**src/mfp_pkg.sv**
```systemverilog
// Shared types, register indexes and constant tables of the multi-function peripheral.
package mfp_pkg;

	// Command codes
	typedef enum logic [2:0] {
		CMD_READ    = 3'd0,
		CMD_WRITE   = 3'd1,
		CMD_ADVANCE = 3'd2,
		CMD_GP_SET  = 3'd3,
		CMD_GP_CLR  = 3'd4,
		CMD_TB_EVT  = 3'd5,
		CMD_SET_PND = 3'd6,
		CMD_NOP     = 3'd7
	} cmd_t;

	// Sequencer states
	typedef enum logic [2:0] {
		ST_IDLE,
		ST_EXEC,
		ST_TMR,
		ST_SCAN,
		ST_FIN
	} state_t;

	localparam int REG_COUNT = 24;
	localparam int PRE_W     = 40;
	localparam int MC_W      = 42;

	// Register indexes
	localparam logic [4:0] R_GPIP  = 5'd0;
	localparam logic [4:0] R_AER   = 5'd1;
	localparam logic [4:0] R_IERA  = 5'd3;
	localparam logic [4:0] R_IERB  = 5'd4;
	localparam logic [4:0] R_IPRA  = 5'd5;
	localparam logic [4:0] R_IPRB  = 5'd6;
	localparam logic [4:0] R_ISRA  = 5'd7;
	localparam logic [4:0] R_ISRB  = 5'd8;
	localparam logic [4:0] R_IMRA  = 5'd9;
	localparam logic [4:0] R_IMRB  = 5'd10;
	localparam logic [4:0] R_VR    = 5'd11;
	localparam logic [4:0] R_TACR  = 5'd12;
	localparam logic [4:0] R_TBCR  = 5'd13;
	localparam logic [4:0] R_TCDCR = 5'd14;
	localparam logic [4:0] R_TADR  = 5'd15;
	localparam logic [4:0] R_TBDR  = 5'd16;
	localparam logic [4:0] R_TCDR  = 5'd17;
	localparam logic [4:0] R_TDDR  = 5'd18;

	// Prescaler reload: 313 times the divider
	localparam logic [15:0] PRE_LOAD [8] = '{16'd0, 16'd1252, 16'd3130, 16'd5008,
		16'd15650, 16'd20032, 16'd31300, 16'd62600};

	// Interrupt channel of each timer
	localparam logic [3:0] TMR_CHAN [4] = '{4'd13, 4'd8, 4'd5, 4'd4};

	localparam logic [7:0] GPIP_B7  = 8'h80;
	localparam logic [7:0] VR_BASE  = 8'hf0;

	// Result of one timer step
	typedef struct packed {
		logic                    run;
		logic                    fire;
		logic signed [PRE_W-1:0] pre;
		logic [7:0]              cnt;
	} tmr_res_t;

	// Register index from a byte offset, wrapped modulo 24
	function automatic logic [4:0] reg_index(input logic [5:0] off);
		logic [4:0] r;
		r = off[5:1];
		if (r >= 5'(REG_COUNT))
			r = r - 5'(REG_COUNT);
		return r;
	endfunction

	// Pending mask with one channel added if enabled
	function automatic logic [15:0] mark(input logic [15:0] ipr, input logic [15:0] ier,
		input logic [3:0] ch);
		return ipr | (ier & (16'd1 << ch));
	endfunction

endpackage

```
**src/mfp_tmr_unit.sv**
```systemverilog
// Shared timer step: prescaler subtract with saturation, underflow tick and reload.
module mfp_tmr_unit (
	input  logic [2:0]                       code,
	input  logic signed [mfp_pkg::PRE_W-1:0] pre,
	input  logic [7:0]                       cnt,
	input  logic [7:0]                       reload,
	input  logic signed [mfp_pkg::MC_W-1:0]  mc,
	output mfp_pkg::tmr_res_t                res
);
	localparam logic signed [42:0] MAXV = 43'sd549755813887;
	localparam logic signed [42:0] MINV = -43'sd549755813888;

	logic signed [42:0] diff;
	logic signed [39:0] p1;
	logic [7:0]         dec;

	// Subtract elapsed ticks, clamp to 40 bits
	always_comb begin
		diff = $signed({{3{pre[39]}}, pre}) - $signed({mc[41], mc});
		if (diff > MAXV)
			p1 = MAXV[39:0];
		else if (diff < MINV)
			p1 = MINV[39:0];
		else
			p1 = diff[39:0];
		dec = cnt - 8'd1;
	end

	// Underflow reloads the prescaler and ticks the counter
	always_comb begin
		res.run  = (code != 3'd0);
		res.fire = 1'b0;
		res.pre  = p1;
		res.cnt  = cnt;
		if (p1 < 0) begin
			res.pre = p1 + $signed({24'd0, mfp_pkg::PRE_LOAD[code]});
			res.fire = (dec == 8'd0);
			res.cnt = res.fire ? reload : dec;
		end
	end
endmodule

```
**src/multifunction_timer_interrupt_controller_core.sv**
```systemverilog
// Top level: register file, sequencer, shared timer unit and priority scan.
//
// channel | handshake             | payload
// in      | in_valid / in_ready   | command byte_offset write_data cpu_cycle cpu_ipl gpip_bit channel
// out     | out_valid / out_ready | read_data irq_valid irq_vector last
// cfg     | cfg_we                | cfg_wdata (mono_monitor)
//
// Bus, GPIP, event and pending commands: idle, then exec, which waits for a free output.
// Advance: exec, then 4 timer steps (one per cycle on the shared timer unit),
// then 16 channel scan steps (one channel test per cycle while the output
// is free) and a finish step.
// Reset clears the register file, counters, prescalers and the cycle mark.
// A stalled output holds the exec, scan and finish states; input is taken only when idle.
module multifunction_timer_interrupt_controller_core #(
	parameter longint unsigned CYCLE_WRAP = 64'd16777216
) (
	input  logic        clk,
	input  logic        arst_n,
	input  logic        cfg_we,
	input  logic        cfg_wdata,
	input  logic        in_valid,
	output logic        in_ready,
	input  logic [2:0]  command,
	input  logic [5:0]  byte_offset,
	input  logic [7:0]  write_data,
	input  logic [23:0] cpu_cycle,
	input  logic [2:0]  cpu_ipl,
	input  logic [2:0]  gpip_bit,
	input  logic [3:0]  channel,
	output logic        out_valid,
	input  logic        out_ready,
	output logic [7:0]  read_data,
	output logic        irq_valid,
	output logic [7:0]  irq_vector,
	output logic        last
);
	mfp_pkg::state_t state_q, state_d;

	logic [7:0]  rf_q [mfp_pkg::REG_COUNT];
	logic [7:0]  rf_d [mfp_pkg::REG_COUNT];
	logic [7:0]  tc_q [4];
	logic [7:0]  tc_d [4];
	logic signed [39:0] pre_q [4];
	logic signed [39:0] pre_d [4];
	logic [23:0] lastc_q;
	logic        mono_q;

	mfp_pkg::cmd_t cmd_q;
	logic [5:0]  off_q;
	logic [7:0]  wd_q;
	logic [23:0] cyc_q;
	logic [2:0]  ipl_q;
	logic [2:0]  gb_q;
	logic [3:0]  ch_in_q;

	logic [1:0]  t_q;
	logic [3:0]  ch_q;
	logic signed [41:0] mc_q;
	logic        hold_v_q;
	logic [7:0]  hold_vec_q;

	logic        o_valid_q, o_irq_q, o_last_q;
	logic [7:0]  o_rd_q, o_vec_q;

	logic        out_free, push, p_irq, p_last;
	logic [7:0]  p_rd, p_vec;
	logic        hold_v_d, mc_ld, lastc_ld;
	logic [7:0]  hold_vec_d;

	// Cycle distance times 96
	logic signed [34:0] el_raw, el;
	logic signed [41:0] el_x, mc_d;
	always_comb begin
		el_raw = $signed({11'd0, cyc_q}) - $signed({11'd0, lastc_q});
		el = (el_raw < 0) ? el_raw + $signed(35'(CYCLE_WRAP)) : el_raw;
		el_x = {{7{el[34]}}, el};
		mc_d = (el_x <<< 6) + (el_x <<< 5);
	end

	// Shared timer unit
	logic [2:0] t_code;
	mfp_pkg::tmr_res_t tres;
	always_comb begin
		case (t_q)
			2'd0:    t_code = rf_q[mfp_pkg::R_TACR][2:0];
			2'd1:    t_code = rf_q[mfp_pkg::R_TBCR][2:0];
			2'd2:    t_code = rf_q[mfp_pkg::R_TCDCR][6:4];
			default: t_code = rf_q[mfp_pkg::R_TCDCR][2:0];
		endcase
	end

	mfp_tmr_unit u_tmr (
		.code   (t_code),
		.pre    (pre_q[t_q]),
		.cnt    (tc_q[t_q]),
		.reload (rf_q[5'(mfp_pkg::R_TADR + 5'(t_q))]),
		.mc     (mc_q),
		.res    (tres)
	);

	// Interrupt registers as 16-bit pairs
	logic [15:0] ier16, ipr16, isr16, imr16, bitm, himask;
	logic pend_b, en_b, blocked, disp;
	always_comb begin
		ier16 = {rf_q[mfp_pkg::R_IERA], rf_q[mfp_pkg::R_IERB]};
		ipr16 = {rf_q[mfp_pkg::R_IPRA], rf_q[mfp_pkg::R_IPRB]};
		isr16 = {rf_q[mfp_pkg::R_ISRA], rf_q[mfp_pkg::R_ISRB]};
		imr16 = {rf_q[mfp_pkg::R_IMRA], rf_q[mfp_pkg::R_IMRB]};
		bitm = 16'd1 << ch_q;
		himask = 16'hfffe << ch_q;
		pend_b = ipr16[ch_q];
		en_b = ier16[ch_q];
		blocked = (|(isr16 & himask)) || !imr16[ch_q] || (ipl_q >= 3'd6);
		disp = pend_b && en_b && !blocked;
	end

	// Bus read value
	logic [4:0] ridx;
	logic [7:0] rval;
	always_comb begin
		ridx = mfp_pkg::reg_index(off_q);
		case (ridx)
			mfp_pkg::R_GPIP: rval = rf_q[mfp_pkg::R_GPIP] | (mono_q ? 8'd0 : mfp_pkg::GPIP_B7);
			mfp_pkg::R_TADR: rval = tc_q[0];
			mfp_pkg::R_TBDR: rval = tc_q[1];
			mfp_pkg::R_TCDR: rval = tc_q[2];
			mfp_pkg::R_TDDR: rval = tc_q[3];
			default:         rval = rf_q[ridx];
		endcase
		if (!off_q[0])
			rval = 8'd0;
	end

	assign out_free = !o_valid_q || out_ready;

	// Next state, state updates and result words
	logic [15:0] ipr_n, isr_n;
	logic [7:0]  gm, dec1;
	logic        cur, aer, edg;
	always_comb begin
		state_d = state_q;
		for (int i = 0; i < mfp_pkg::REG_COUNT; i++)
			rf_d[i] = rf_q[i];
		for (int i = 0; i < 4; i++) begin
			tc_d[i] = tc_q[i];
			pre_d[i] = pre_q[i];
		end
		push = 1'b0;
		p_rd = 8'd0;
		p_irq = 1'b0;
		p_vec = 8'd0;
		p_last = 1'b0;
		hold_v_d = hold_v_q;
		hold_vec_d = hold_vec_q;
		mc_ld = 1'b0;
		lastc_ld = 1'b0;
		ipr_n = ipr16;
		isr_n = isr16;
		gm = 8'd1 << gb_q;
		cur = |(rf_q[mfp_pkg::R_GPIP] & gm);
		aer = |(rf_q[mfp_pkg::R_AER] & gm);
		edg = 1'b0;
		dec1 = tc_q[1] - 8'd1;
		case (state_q)
			mfp_pkg::ST_IDLE: begin
				if (in_valid)
					state_d = mfp_pkg::ST_EXEC;
			end
			mfp_pkg::ST_EXEC: begin
				if (cmd_q == mfp_pkg::CMD_ADVANCE) begin
					mc_ld = 1'b1;
					state_d = mfp_pkg::ST_TMR;
				end else if (out_free) begin
					push = 1'b1;
					p_last = 1'b1;
					state_d = mfp_pkg::ST_IDLE;
					case (cmd_q)
						mfp_pkg::CMD_READ: p_rd = rval;
						mfp_pkg::CMD_WRITE: begin
							if (off_q[0]) begin
								case (ridx)
									mfp_pkg::R_TACR: begin
										if (rf_q[ridx][3:0] == 4'd0 && wd_q[2:0] != 3'd0)
											pre_d[0] = $signed({24'd0,
												mfp_pkg::PRE_LOAD[wd_q[2:0]]});
									end
									mfp_pkg::R_TBCR: begin
										if (rf_q[ridx][3:0] == 4'd0 && wd_q[2:0] != 3'd0)
											pre_d[1] = $signed({24'd0,
												mfp_pkg::PRE_LOAD[wd_q[2:0]]});
									end
									mfp_pkg::R_TCDCR: begin
										if (rf_q[ridx][6:4] == 3'd0 && wd_q[6:4] != 3'd0)
											pre_d[2] = $signed({24'd0,
												mfp_pkg::PRE_LOAD[wd_q[6:4]]});
										if (rf_q[ridx][2:0] == 3'd0 && wd_q[2:0] != 3'd0)
											pre_d[3] = $signed({24'd0,
												mfp_pkg::PRE_LOAD[wd_q[2:0]]});
									end
									mfp_pkg::R_TADR: begin
										if (rf_q[mfp_pkg::R_TACR][3:0] == 4'd0)
											tc_d[0] = wd_q;
									end
									mfp_pkg::R_TBDR: begin
										if (rf_q[mfp_pkg::R_TBCR][3:0] == 4'd0)
											tc_d[1] = wd_q;
									end
									mfp_pkg::R_TCDR: begin
										if (rf_q[mfp_pkg::R_TCDCR][6:4] == 3'd0)
											tc_d[2] = wd_q;
									end
									mfp_pkg::R_TDDR: begin
										if (rf_q[mfp_pkg::R_TCDCR][2:0] == 3'd0)
											tc_d[3] = wd_q;
									end
									default: ;
								endcase
								if (ridx == mfp_pkg::R_ISRA || ridx == mfp_pkg::R_ISRB)
									rf_d[ridx] = rf_q[ridx] & wd_q;
								else
									rf_d[ridx] = wd_q;
							end
						end
						mfp_pkg::CMD_GP_SET, mfp_pkg::CMD_GP_CLR: begin
							if (cmd_q == mfp_pkg::CMD_GP_SET) begin
								edg = !cur && aer;
								rf_d[mfp_pkg::R_GPIP] = rf_q[mfp_pkg::R_GPIP] | gm;
							end else begin
								edg = cur && !aer;
								rf_d[mfp_pkg::R_GPIP] = rf_q[mfp_pkg::R_GPIP] & ~gm;
							end
							if (edg && gb_q == 3'd4)
								ipr_n = mfp_pkg::mark(ipr16, ier16, 4'd6);
							else if (edg && gb_q == 3'd5)
								ipr_n = mfp_pkg::mark(ipr16, ier16, 4'd7);
						end
						mfp_pkg::CMD_TB_EVT: begin
							if (rf_q[mfp_pkg::R_TBCR][3:0] == 4'd8) begin
								tc_d[1] = dec1;
								if (dec1 == 8'd0) begin
									tc_d[1] = rf_q[mfp_pkg::R_TBDR];
									ipr_n = mfp_pkg::mark(ipr16, ier16, 4'd8);
								end
							end
						end
						mfp_pkg::CMD_SET_PND: ipr_n = mfp_pkg::mark(ipr16, ier16, ch_in_q);
						default: ;
					endcase
					if (cmd_q != mfp_pkg::CMD_WRITE) begin
						rf_d[mfp_pkg::R_IPRA] = ipr_n[15:8];
						rf_d[mfp_pkg::R_IPRB] = ipr_n[7:0];
					end
				end
			end
			mfp_pkg::ST_TMR: begin
				if (tres.run) begin
					pre_d[t_q] = tres.pre;
					tc_d[t_q] = tres.cnt;
					if (tres.fire) begin
						ipr_n = mfp_pkg::mark(ipr16, ier16, mfp_pkg::TMR_CHAN[t_q]);
						rf_d[mfp_pkg::R_IPRA] = ipr_n[15:8];
						rf_d[mfp_pkg::R_IPRB] = ipr_n[7:0];
					end
				end
				if (t_q == 2'd3)
					state_d = mfp_pkg::ST_SCAN;
			end
			mfp_pkg::ST_SCAN: begin
				if (out_free) begin
					if (pend_b && (!en_b || disp))
						ipr_n = ipr16 & ~bitm;
					if (disp) begin
						isr_n = rf_q[mfp_pkg::R_VR][3] ? (isr16 | bitm) : (isr16 & ~bitm);
						if (hold_v_q) begin
							push = 1'b1;
							p_irq = 1'b1;
							p_vec = hold_vec_q;
						end
						hold_v_d = 1'b1;
						hold_vec_d = (rf_q[mfp_pkg::R_VR] & mfp_pkg::VR_BASE) + {4'd0, ch_q};
					end
					rf_d[mfp_pkg::R_IPRA] = ipr_n[15:8];
					rf_d[mfp_pkg::R_IPRB] = ipr_n[7:0];
					rf_d[mfp_pkg::R_ISRA] = isr_n[15:8];
					rf_d[mfp_pkg::R_ISRB] = isr_n[7:0];
					if (ch_q == 4'd0)
						state_d = mfp_pkg::ST_FIN;
				end
			end
			mfp_pkg::ST_FIN: begin
				if (out_free) begin
					push = 1'b1;
					p_last = 1'b1;
					p_irq = hold_v_q;
					p_vec = hold_v_q ? hold_vec_q : 8'd0;
					hold_v_d = 1'b0;
					lastc_ld = 1'b1;
					state_d = mfp_pkg::ST_IDLE;
				end
			end
			default: state_d = mfp_pkg::ST_IDLE;
		endcase
	end

	assign in_ready = (state_q == mfp_pkg::ST_IDLE);

	// Control and state registers
	always_ff @(posedge clk or negedge arst_n) begin
		if (!arst_n) begin
			state_q <= mfp_pkg::ST_IDLE;
			for (int i = 0; i < mfp_pkg::REG_COUNT; i++)
				rf_q[i] <= 8'd0;
			for (int i = 0; i < 4; i++) begin
				tc_q[i] <= 8'd0;
				pre_q[i] <= '0;
			end
			lastc_q <= 24'd0;
			mono_q <= 1'b0;
			t_q <= 2'd0;
			ch_q <= 4'd15;
			hold_v_q <= 1'b0;
			o_valid_q <= 1'b0;
		end else begin
			state_q <= state_d;
			for (int i = 0; i < mfp_pkg::REG_COUNT; i++)
				rf_q[i] <= rf_d[i];
			for (int i = 0; i < 4; i++) begin
				tc_q[i] <= tc_d[i];
				pre_q[i] <= pre_d[i];
			end
			if (lastc_ld)
				lastc_q <= cyc_q;
			if (cfg_we)
				mono_q <= cfg_wdata;
			hold_v_q <= hold_v_d;
			if (state_q == mfp_pkg::ST_TMR)
				t_q <= t_q + 2'd1;
			else
				t_q <= 2'd0;
			if (state_q == mfp_pkg::ST_SCAN && out_free)
				ch_q <= ch_q - 4'd1;
			else if (state_q != mfp_pkg::ST_SCAN)
				ch_q <= 4'd15;
			if (push)
				o_valid_q <= 1'b1;
			else if (out_ready)
				o_valid_q <= 1'b0;
		end
	end

	// Payload registers
	always_ff @(posedge clk) begin
		if (in_valid && in_ready) begin
			cmd_q <= mfp_pkg::cmd_t'(command);
			off_q <= byte_offset;
			wd_q <= write_data;
			cyc_q <= cpu_cycle;
			ipl_q <= cpu_ipl;
			gb_q <= gpip_bit;
			ch_in_q <= channel;
		end
		if (mc_ld)
			mc_q <= mc_d;
		hold_vec_q <= hold_vec_d;
		if (push) begin
			o_rd_q <= p_rd;
			o_irq_q <= p_irq;
			o_vec_q <= p_vec;
			o_last_q <= p_last;
		end
	end

	assign out_valid  = o_valid_q;
	assign read_data  = o_rd_q;
	assign irq_valid  = o_irq_q;
	assign irq_vector = o_vec_q;
	assign last       = o_last_q;

	// Checks
	a_irq_no_rd: assert property (@(posedge clk) disable iff (!arst_n)
		out_valid && irq_valid |-> read_data == 8'd0)
		else $error("read data on a vector word");
	a_plain_last: assert property (@(posedge clk) disable iff (!arst_n)
		out_valid && !irq_valid |-> last && irq_vector == 8'd0)
		else $error("plain word not final");
	a_busy: assert property (@(posedge clk) disable iff (!arst_n)
		in_valid && in_ready |=> !in_ready)
		else $error("input taken while busy");
	a_hold_idle: assert property (@(posedge clk) disable iff (!arst_n)
		state_q == mfp_pkg::ST_IDLE |-> !hold_v_q)
		else $error("held vector left behind");
endmodule
```
**config.mk**
```make
export PLATFORM = sky130hd
export DESIGN_NAME = multifunction_timer_interrupt_controller_core
export DESIGN_NICKNAME = d
export VERILOG_FILES = /design/src/mfp_pkg.sv /design/src/mfp_tmr_unit.sv /design/src/multifunction_timer_interrupt_controller_core.sv
export SDC_FILE = /design/constraint.sdc
export NUM_CORES = 1
export LEC_CHECK = 0
export BUFFER_PORTS_ARGS = -buffer_cell sky130_fd_sc_hd__buf_2
export CAP_MARGIN = 20
export CORE_MARGIN = 1
export CORE_UTILIZATION = 35
export DETAILED_ROUTE_END_ITERATION = 6
export SYNTH_ARGS = -nofsm -noshare
export SYNTH_HDL_FRONTEND = slang
export SYNTH_SLANG_ARGS = --single-unit
```
**constraint.sdc**
```tcl
create_clock -name clk -period 8.7 [get_ports clk]
set_input_delay 0.435 -clock clk [delete_from_list [all_inputs] [get_ports clk]]
set_output_delay 0.435 -clock clk [all_outputs]
set_load 0.01 [all_outputs]
```
After elaboration in Yosys (flattened, before gate mapping)
Memory sizes are Yosys's and may differ from the RTL's. Cells that the tools add are included.

Register bits after elaboration: 539. Bits in read-only memories: 384. Input port bits: 57. Output and inout bits: 20. Logic and storage cells: 385. Memories: 3.

$add $sub $neg: 12. Magnitude comparators: 15. Equal/unequal tests: 64. Shifts and indexed selects: 5. Muxes and demuxes: 135. Bitwise gates (word level): 30. Reductions and logical operators: 69.

Memory list: (name not given) (words 8, width 16, read ports 1, clocked after memory_dff 0, write ports 0, RTL line mfp_tmr_unit.sv:36) `res.pre = p1 + $signed({24'd0, mfp_pkg::PRE_LOAD[code]});`; (name not given) (words 8, width 16, read ports 1, clocked after memory_dff 0, write ports 0, RTL line multifunction_timer_interrupt_controller_core.sv:198) `mfp_pkg::PRE_LOAD[wd_q[2:0]]});`; (name not given) (words 8, width 16, read ports 1, clocked after memory_dff 0, write ports 0, RTL line multifunction_timer_interrupt_controller_core.sv:195) `mfp_pkg::PRE_LOAD[wd_q[6:4]]});`.

Operators by type and width (count): two-way mux 160 bit (5); two-way mux 152 bit (3); two-way mux 40 bit (10); bitwise mux 192 bit (2); two-way mux 192 bit (2); one-hot mux 160 bit (2 select lines) (1); two-way mux 16 bit (17); two-way mux 8 bit (26); bitwise mux 160 bit (1); two-way mux 32 bit (5); one-hot mux 16 bit (3 select lines) (2); bitwise AND 16 bit (5); binary-select mux 40 bit (select 2 bit) (1); binary-select mux 8 bit (select 5 bit) (2); demux 40 bit (select 2 bit) (1); two-way mux 80 bit (1); one-hot mux 32 bit (2 select lines) (1); AND reduction 8 bit (7); two-way mux 49 bit (1); bitwise OR 16 bit (3); one-hot mux 8 bit (2 select lines) (3); << shifter 1 x 4 -> 16 bit (first input constant) (3); > comparator 43 x 40 -> 1 bit (second input constant) (1); < comparator 43 x 40 -> 1 bit (second input constant) (1); other kinds (88) (226).

Logic depth before layout (Yosys ltp)
Gate-level depths: netlist of run 1.

Word-level depth: 18. Depth in mapped cells: 36. Depth with buffers taken out: 26.

Cells and area by module
Synthesis of run 1 repeated with hierarchy kept, for this count alone.

Cell total of the unflattened synthesis: 3536. Area, all modules: 33801.2 um^2.

By module, submodules not included: multifunction_timer_interrupt_controller_core (instances 1, cells each 2749, area an instance 28863.9 um^2, sequential area each 13578.0 um^2); mfp_tmr_unit (instances 1, cells each 787, area an instance 4937.2 um^2, sequential area each 0.0 um^2).

Worst setup path after synthesis of run 1
OpenSTA, ideal clock, no wires.

Path type: flip-flop to flip-flop. From: reg t_q[0]. To: reg pre_q[118] (netlist name). Library setup time: 87 ps. Arrival time: 9013 ps. Data required time: 8613 ps. Path slack: -400 ps. Cell stages (with the launch flop): 34. Buffers on the path: 9. Period minus slack after synthesis: 9100 ps. Cell sequence: dfrtp_1 -> buf_2 -> buf_2 -> buf_1 -> buf_1 -> clkbuf_1 -> buf_1 -> mux4_2 -> inv_1 -> ha_1 -> inv_1 -> fa_1 -> a211oi_1 -> nor2_1 -> a211oi_1 -> o211a_1 -> o211a_1 -> clkbuf_1 -> a32o_1 -> clkbuf_1 -> clkbuf_1 -> nor2_1 -> ha_1 -> a21o_1 -> a21oi_1 -> o21bai_1 -> o41ai_1 -> o21ai_0 -> a41oi_1 -> a211oi_2 -> nor4b_1 -> nand3_1 -> or4_1 -> o211ai_1.

Longest elaborated chain between the ends: 13. Elaborated cells on any way between the ends: 31. Classes of those cells: 2 x add/sub; 5 x order compare; 3 x eq/ne; 14 x mux; 2 x bitwise; 4 x reduce/logical; 1 x memory.

RTL lines: start: declaration (RTL line multifunction_timer_interrupt_controller_core.sv:56) `logic [1:0] t_q;`; start signal: assignment (RTL line multifunction_timer_interrupt_controller_core.sv:337) `t_q <= t_q + 2'd1;`; NOT 2 -> 3 bit (implied by the code) (RTL line multifunction_timer_interrupt_controller_core.sv:94, multifunction_timer_interrupt_controller_core.sv:257); binary-select mux 40 bit (select 2 bit) (RTL line multifunction_timer_interrupt_controller_core.sv:94) `.pre (pre_q[t_q]),`; two-way mux 40 bit (implied by the code) (2 in series) (RTL line multifunction_timer_interrupt_controller_core.sv:94); subtractor 40 x 42 -> 43 bit (RTL line mfp_tmr_unit.sv:19) `diff = $signed({{3{pre[39]}}, pre}) - $signed({mc[41], mc});`; < comparator 43 x 40 -> 1 bit (RTL line mfp_tmr_unit.sv:22) `else if (diff < MINV)`; two-way mux 40 bit (RTL line mfp_tmr_unit.sv:22); two-way mux 40 bit (RTL line mfp_tmr_unit.sv:20) `if (diff > MAXV)`; adder 40 x 17 -> 40 bit or < comparator 40 x 1 -> 1 bit (tied branches) (RTL line mfp_tmr_unit.sv:36, mfp_tmr_unit.sv:35); two-way mux 49 bit (RTL line mfp_tmr_unit.sv:35) `if (p1 < 0) begin`; bitwise mux 160 bit (RTL line multifunction_timer_interrupt_controller_core.sv:257) `pre_d[t_q] = tres.pre;`; two-way mux 160 bit (RTL line multifunction_timer_interrupt_controller_core.sv:256) `if (tres.run) begin`; one-hot mux 160 bit (2 select lines) (RTL line multifunction_timer_interrupt_controller_core.sv:164) `case (state_q)`; end signal: indexed assignment (RTL line multifunction_timer_interrupt_controller_core.sv:329) `pre_q[i] <= pre_d[i];`; end: declaration (RTL line multifunction_timer_interrupt_controller_core.sv:43) `logic signed [39:0] pre_q [4];`.

Several ways; a longest one is shown, not always the timed one. The select of a mux whose other input is x is not followed. A chain may end at the register's enable or synchronous reset.

Worst setup path after layout of run 1
From: reg t_q[0]. To: reg pre_q[158] (netlist name).

Same word-level chain as after synthesis.

==> impl_metrics.py, run 1 <==
metrics = {
    "outcome": {
        "status": "completed",
    },
    "placed_design": {
        "placed_cell_area_um2": 34440,
        "gp_congestion": 0.9345,
        "io_buffers": 75,
        "dp_hpwl_um": 73480,
    },
    "synth": {
        "syn_nets": 3436,
        "syn_inst": 3245,
        "synth_enable_flop_cells": 102,
        "synth_most_common_cell": "nand2_1",
        "ys_seq_elements": 518,
        "synth_area_um2": 32520,
        "synth_common_cells": "413 x nand2_1, 412 x dfrtp_1, 275 x o21ai_0",
        "yosys_most_used_dff": "dfrtp_1",
        "synth_top_area_share": 0.3171,
        "async_reset_ff_frac": 0.8031,
        "synth-seq-area-share": 0.4145,
        "syn_avg_cell_area_um2": 10.02,
        "ys_warn_count": 0,
        "synth_area_leaders": "dfrtp_1 32%, edfxtp_1 9.4%, mux4_2 9.4%, ha_1 5.0%, mux2_2 4.9%",
        "yosysTopAreaCell": "dfrtp_1",
        "ys_types": 83,
    },
    "timing": {
        "fin_tns_setup_ns": 0,
        "finalSetupViolCount": 0,
        "maxSlewViolCount": 0,
        "final_hold_viol_count": 0,
        "worst_pin_slew_ns": 1.170,
        "max_freq_mhz": 124.7,
        "grt_setup_unrepaired": "false",
        "skew_ns": 0.03744,
        "fin_crit_sh": 0.9218,
        "finalCriticalPeriod_ns": 8.019,
        "relSlewSlack": 0.2191,
    },
    "cells_and_area": {
        "fillers": 8967,
        "final_area_um2": 37020,
        "fin_nets": 3520,
        "drive_gt1_frac": 0.1681,
        "final_util": 0.4033,
        "diodes": 0,
        "area_growth_syn_to_layout_pct": 13.85,
    },
    "pwr": {
        "leakagePower_uw": 0.01556,
        "p_sw_frac": 0.4696,
        "power_switching_uw": 7053,
        "max-vdd-ir-drop_uv": 305.5,
        "intPower_uw": 7966,
        "pwr-share-clk": 0.177,
        "p_per_area_nw_per_um2": 405.7,
        "p_seq_frac": 0.242,
        "p_total_uw": 15020,
        "pwr-share-comb": 0.581,
    },
    "hold_path": {
        "worst_hold_path.num_cells": 2,
        "worstHoldPathType": "in -> reg",
        "hold_end": "state_q[1]",
        "hold_start": "in_valid",
    },
    "clocking": {
        "cts_root_buffer": "clkbuf_16",
        "clkLatencyLatePin_ns": 0.68,
        "cts_resized": 0,
        "clock-sinks": 518,
        "path_clk_slew_ns": 0.06,
        "clk_path_buf_depth": 3,
        "cts_tree": "yes",
        "numCtsBuffers": 59,
        "htree_num_levels": 2,
    },
    "detailed_routing": {
        "drc": 0,
        "drtPass1Iterations": 6,
        "final_antenna_net_count": 0,
        "routed_wirelength_um": 103900,
        "wl_per_cell_um": 22.48,
        "vias": 26842,
        "drtIter0Drc": 2335,
        "viasPerCell": 5.807,
    },
    "worst_setup_path": {
        "crit_path_top_delay_cell": "dfrtp_4",
        "r2r_start": "t_q[0]",
        "reg2reg_depth": 25,
        "reg2reg_to": "pre_q[158]",
        "cp_common_cell": "nor2_1",
        "crit_path_max_fanout": 23,
        "critical_path_class": "reg -> reg",
        "cp_num_buf_inv": 2,
        "crit_path_end_kind": "flip-flop",
        "crit_path_max_incr_delay_ns": 0.73,
        "arrival_ns": 8.59,
        "crit_required_ns": 9.27,
        "critPathLaunchType": "flip-flop",
        "reg2reg_setup_slack_ns": 0.68,
        "crit_family": "compound AO/OA/AOI/OAI gates",
    },
    "die": {
        "die_w_um": 306.8,
        "die_area_um2": 94130,
        "core_um2": 91800,
        "placementRows": 111,
        "initial_core_util": 0.3542,
        "ioPinCount": 77,
        "die_y_um": 306.8,
    },
    "global_route": {
        "grt_pass1_vias": 26295,
        "grt.total_usage": 0.2205,
        "grt_pass1_wl_um": 161000,
        "grt_max_degree": 149,
        "overflow": 0,
        "antenna_found_initial": 1,
    },
    "flow_run": {
        "maxCapViolCount": 0,
    },
}
-- power groups by stage --
stage               clock (uW)  combinational (uW)  sequential (uW)
floorplan                    0                6390             3410
detailed placement           0                8600             3650
finish                    2660                8730             3630
CTS                       2710                8660             3620
global placement             0                8550             3650
global route              2810                9620             3680
-- stage by stage --
stage | std cells | setup slack, ns | hold WS [ns]
6_report | 4622 | 0.6805 | 0.07597
5_1_grt | 4622 | 0.04354 | 0.06958
4_1_cts | 4621 | 0.8092 | 0.04660
3_5_place_dp | 4457 | 0.8454 | 0.4501
3_3_place_gp | 4457 | 0.9950 | 0.4498
2_1_floorplan | 3245 | 0.03648 | 0.1394
-- cell usage in the layout, fill, tap and decap left out, types with 56 or more instances in the layout --
cell type and n:
buf_2 74, nor2_1 188, inv_1 116, ha_1 130
mux2_2 142, nand2_1 412, a21oi_1 216, o21ai_0 275
buf_4 70, dfrtp_1 410, mux4_2 135, edfxtp_1 102
xnor2_1 68, clkbuf_16 59, nand3_1 56
-- worst max-delay path by stage --
stage | startpoint | end | slack [ns] | cells past startpoint
2_1_floorplan | t_q[0] | pre_q[118] | 0.04 | 33
3_3_place_gp | t_q[0] | pre_q[38] | 1.0 | 25
3_5_place_dp | t_q[0] | pre_q[38] | 0.85 | 25
4_1_cts | t_q[0] | pre_q[38] | 0.81 | 25
5_1_grt | t_q[0] | pre_q[158] | 0.04 | 25
6_report | t_q[0] | pre_q[158] | 0.68 | 25
-- metal layers --
layer  GRT usage  wire (um)  vias to the layer above
li1            -          -                    12282
met1      0.2947      44300                    13323
met2      0.3562      48460                     1030
met3     0.03487       7063                      207
met4     0.09035       4071                        0
met5           0          0                        -
-- flip-flops by register name, indices dropped and copies added, names as in the netlist, 2 cells and up --
register,flops
pre_q,156
rf_q,128
tc_q,32
mc_q,26
cyc_q,24
lastc_q,24
ier16,16
imr16,16
ipr16,16
isr16,16
hold_vec_q,8
irq_vector,8
read_data,8
wd_q,8
off_q,6
ch_in_q,4
ch_q,4
cmd_q,3
gb_q,3
state_q,3
ipl_q,2
t_q,2
-- final cells by class --
| class | instances | area [um^2] | area share |
|---|---|---|---|
| Multi-Input combinational cell | 2430 | 18000 | 0.4862 |
| Clock inverter | 35 | 450.4 | 0.01217 |
| Timing Repair Buffer | 201 | 1494 | 0.04035 |
| Inverter | 119 | 446.7 | 0.01207 |
| Sequential cell | 518 | 13480 | 0.3642 |
| Clock buffer | 76 | 1590 | 0.04296 |
| Tap cell | 1243 | 1555 | 0.04201 |
-- repair_timing --
| action | CTS | global route |
|---|---|---|
| endpoints found under the hold margin | 119 | 0 |
| hold buffers | 53 | 0 |
| setup buffers | 0 | 0 |
-- kinds of logic (layout without fill, tap and decap cells) --
family,Yosys count,after routing,share of synthesized area
AOI/OAI and AO/OA,961,961,0.1892
xor gates and xnor gates,108,108,0.02909
adders and majority gates,134,134,0.05249
buffers and inverters,297,431,0.03455
DFF,518,518,0.4145
muxes,300,300,0.1498
and+or+nand+nor,927,927,0.1304
(Power assumes the default switching activity.)
==> inputs of run 2 (changes only) <==
CAP_MARGIN = unset   (was 20)
clock period = 6.7 ns   (was 8.7 ns; I/O delays follow)
==> run 2 against run 1 <==
Compared with the run above:
- design area rose by 2.5%
- critical path type unchanged
- largest power group unchanged
- setup slack got worse by 0.34 ns
- total power rose by 37%
==> impl_metrics.py, run 2 (synthesis results as in run 1) <==
metrics = {
    "worst_setup_path": {
        "setup.worst_path.end": "pre_q[144]",
        "startpoint": "t_q[0]",
        "crit_required_ns": 7.28,
        "reg2reg_to": "pre_q[144]",
        "crit_path_max_fanout": 11,
        "critical_path_class": "reg -> reg",
        "reg2reg_setup_slack_ns": 0.34,
        "crit_path_top_delay_cell": "mux4_2",
        "r2r_start": "t_q[0]",
        "crit_path_max_incr_delay_ns": 0.54,
        "reg2reg_depth": 27,
        "crit_path_end_kind": "flip-flop",
        "arrival_ns": 6.94,
        "critPathLaunchType": "flip-flop",
    },
    "detailed_routing": {
        "final_antenna_net_count": 0,
        "vias": 27297,
        "viasPerCell": 5.809,
        "drtIter0Drc": 2475,
        "routed_wirelength_um": 106400,
        "drc": 0,
        "wl_per_cell_um": 22.65,
        "drtPass1Iterations": 6,
    },
    "cells_and_area": {
        "final_common_cell": "nand2_1",
        "drive_gt1_frac": 0.1947,
        "fillers": 8878,
        "largest_register": "pre_q",
        "largest_reg_flops": 156,
        "diodes": 0,
        "layout_common_cells": "412 x nand2_1, 410 x dfrtp_1, 272 x o21ai_0",
        "reg.largest.list": "pre_q (156), rf_q (128), tc_q (32)",
        "fin_nets": 3602,
        "area_growth_syn_to_layout_pct": 16.66,
    },
    "pwr": {
        "pwr-share-clk": 0.181,
        "power_switching_uw": 9463,
        "intPower_uw": 11070,
        "leakagePower_uw": 0.01606,
        "p_seq_frac": 0.229,
        "p_sw_frac": 0.4608,
        "pwr-share-comb": 0.590,
        "p_per_area_nw_per_um2": 541.4,
        "max-vdd-ir-drop_uv": 366.2,
        "p_total_uw": 20540,
    },
    "clocking": {
        "cts_root_buffer": "clkbuf_16",
        "cts_tree": "yes",
        "numCtsBuffers": 59,
        "clkLatencyLatePin_ns": 0.67,
        "clock-sinks": 518,
        "htree_num_levels": 2,
        "clk_path_buf_depth": 3,
        "path_clk_slew_ns": 0.07,
    },
    "timing": {
        "grt_setup_unrepaired": "true",
        "skew_ns": 0.03205,
        "final.setup.worst_slack_ns": 0.3395,
        "fin_crit_sh": 0.9493,
        "max_freq_mhz": 157.2,
        "worst_pin_slew_ns": 1.337,
        "finalSetupViolCount": 0,
        "whs_ns": 0.1582,
        "finalCriticalPeriod_ns": 6.360,
        "final_hold_viol_count": 0,
        "relSlewSlack": 0.1052,
        "maxSlewViolCount": 0,
    },
    "die": {
        "core_um2": 91800,
        "placementRows": 111,
        "ioPinCount": 77,
        "die_area_um2": 94130,
        "die_y_um": 306.8,
        "initial_core_util": 0.3542,
        "die_w_um": 306.8,
    },
    "placed_design": {
        "post-place-ws_ns": 0.3657,
        "io_buffers": 75,
        "gp_congestion": 0.9615,
        "dp_hpwl_um": 76760,
    },
    "global_route": {
        "grt_max_degree": 151,
        "grt_pass1_vias": 26786,
        "grt.total_usage": 0.2262,
        "overflow": 0,
        "antenna_found_initial": 1,
        "grt_pass1_wl_um": 165100,
    },
    "outcome": {
        "status": "completed",
    },
    "flow_run": {
        "maxCapViolCount": 0,
    },
    "hold_path": {
        "worstHoldPathType": "in -> reg",
    },
}
run 2: per-stage QoR:
stage          instance area (um^2)  instances  utilization  setup TNS, ns
3_5_place_dp                  35130       4537       0.3827              0
3_3_place_gp                  35130       4537       0.3827              0
5_1_grt                       37930       4699       0.4132       -0.02023
4_1_cts                       37900       4697       0.4128              0
2_1_floorplan                 32700       3245            -              0
6_report                      37930       4699       0.4132              0
run 2: area by class of cell:
type / instances / area (um^2) / share of cell area
multi-input cells: 2430 / 18080 / 0.4765
flip-flops and latches: 518 / 13480 / 0.3554
repair buffers: 283 / 2145 / 0.05653
clock buffers: 70 / 1653 / 0.04357
well taps: 1243 / 1555 / 0.04100
clock inverters: 36 / 574.3 / 0.01514
inverters: 119 / 446.7 / 0.01178
run 2: routing by layer:
metal	GRT usage	vias to the layer above	routed length [um]
li1	-	12460	-
met1	0.3044	13540	45050
met2	0.3656	1056	49460
met3	0.02970	241	7203
met4	0.09686	0	4708
met5	0	-	0
run 2: worst min path at each step:
stage / startpoint / end / slack [ns] / cells past startpoint
after global placement: arst_n / lastc_q[22] / 0.39 / 1
final: out_ready / ch_q[1] / 0.16 / 5
after floorplan: arst_n / hold_v_q / 0.04 / 0
after CTS: out_ready / ch_q[0] / 0.14 / 5
after detailed placement: arst_n / lastc_q[21] / 0.40 / 1
after global routing: out_ready / ch_q[0] / 0.18 / 5
run 2: power by group through the flow:
stage | clock network, uW | registers, uW | logic (uW)
after floorplan | 0 | 4430 | 8420
after global placement | 0 | 4730 | 11800
after detailed placement | 0 | 4740 | 11900
after CTS | 3780 | 4690 | 12000
after global routing | 3890 | 4770 | 13300
final | 3720 | 4710 | 12100
run 2: critical path, delay by kind of cell, from the launching register on:
kind / cells / cell delay (ns)
DFF: 1 / 0.53
and+or+nand+nor: 7 / 1.04
adders and majority gates: 2 / 0.59
buffers and inverters: 5 / 0.85
xor gates and xnor gates: 1 / 0.42
AOI/OAI and AO/OA: 11 / 2.29
muxes: 1 / 0.54
run 2: what timing repair did:
item / CTS / global route
gates resized for setup: 0 / 5
setup buffers: 0 / 2
endpoints found under the setup margin: 0 / 26
hold buffers: 54 / 0
endpoints found under the hold margin: 131 / 0
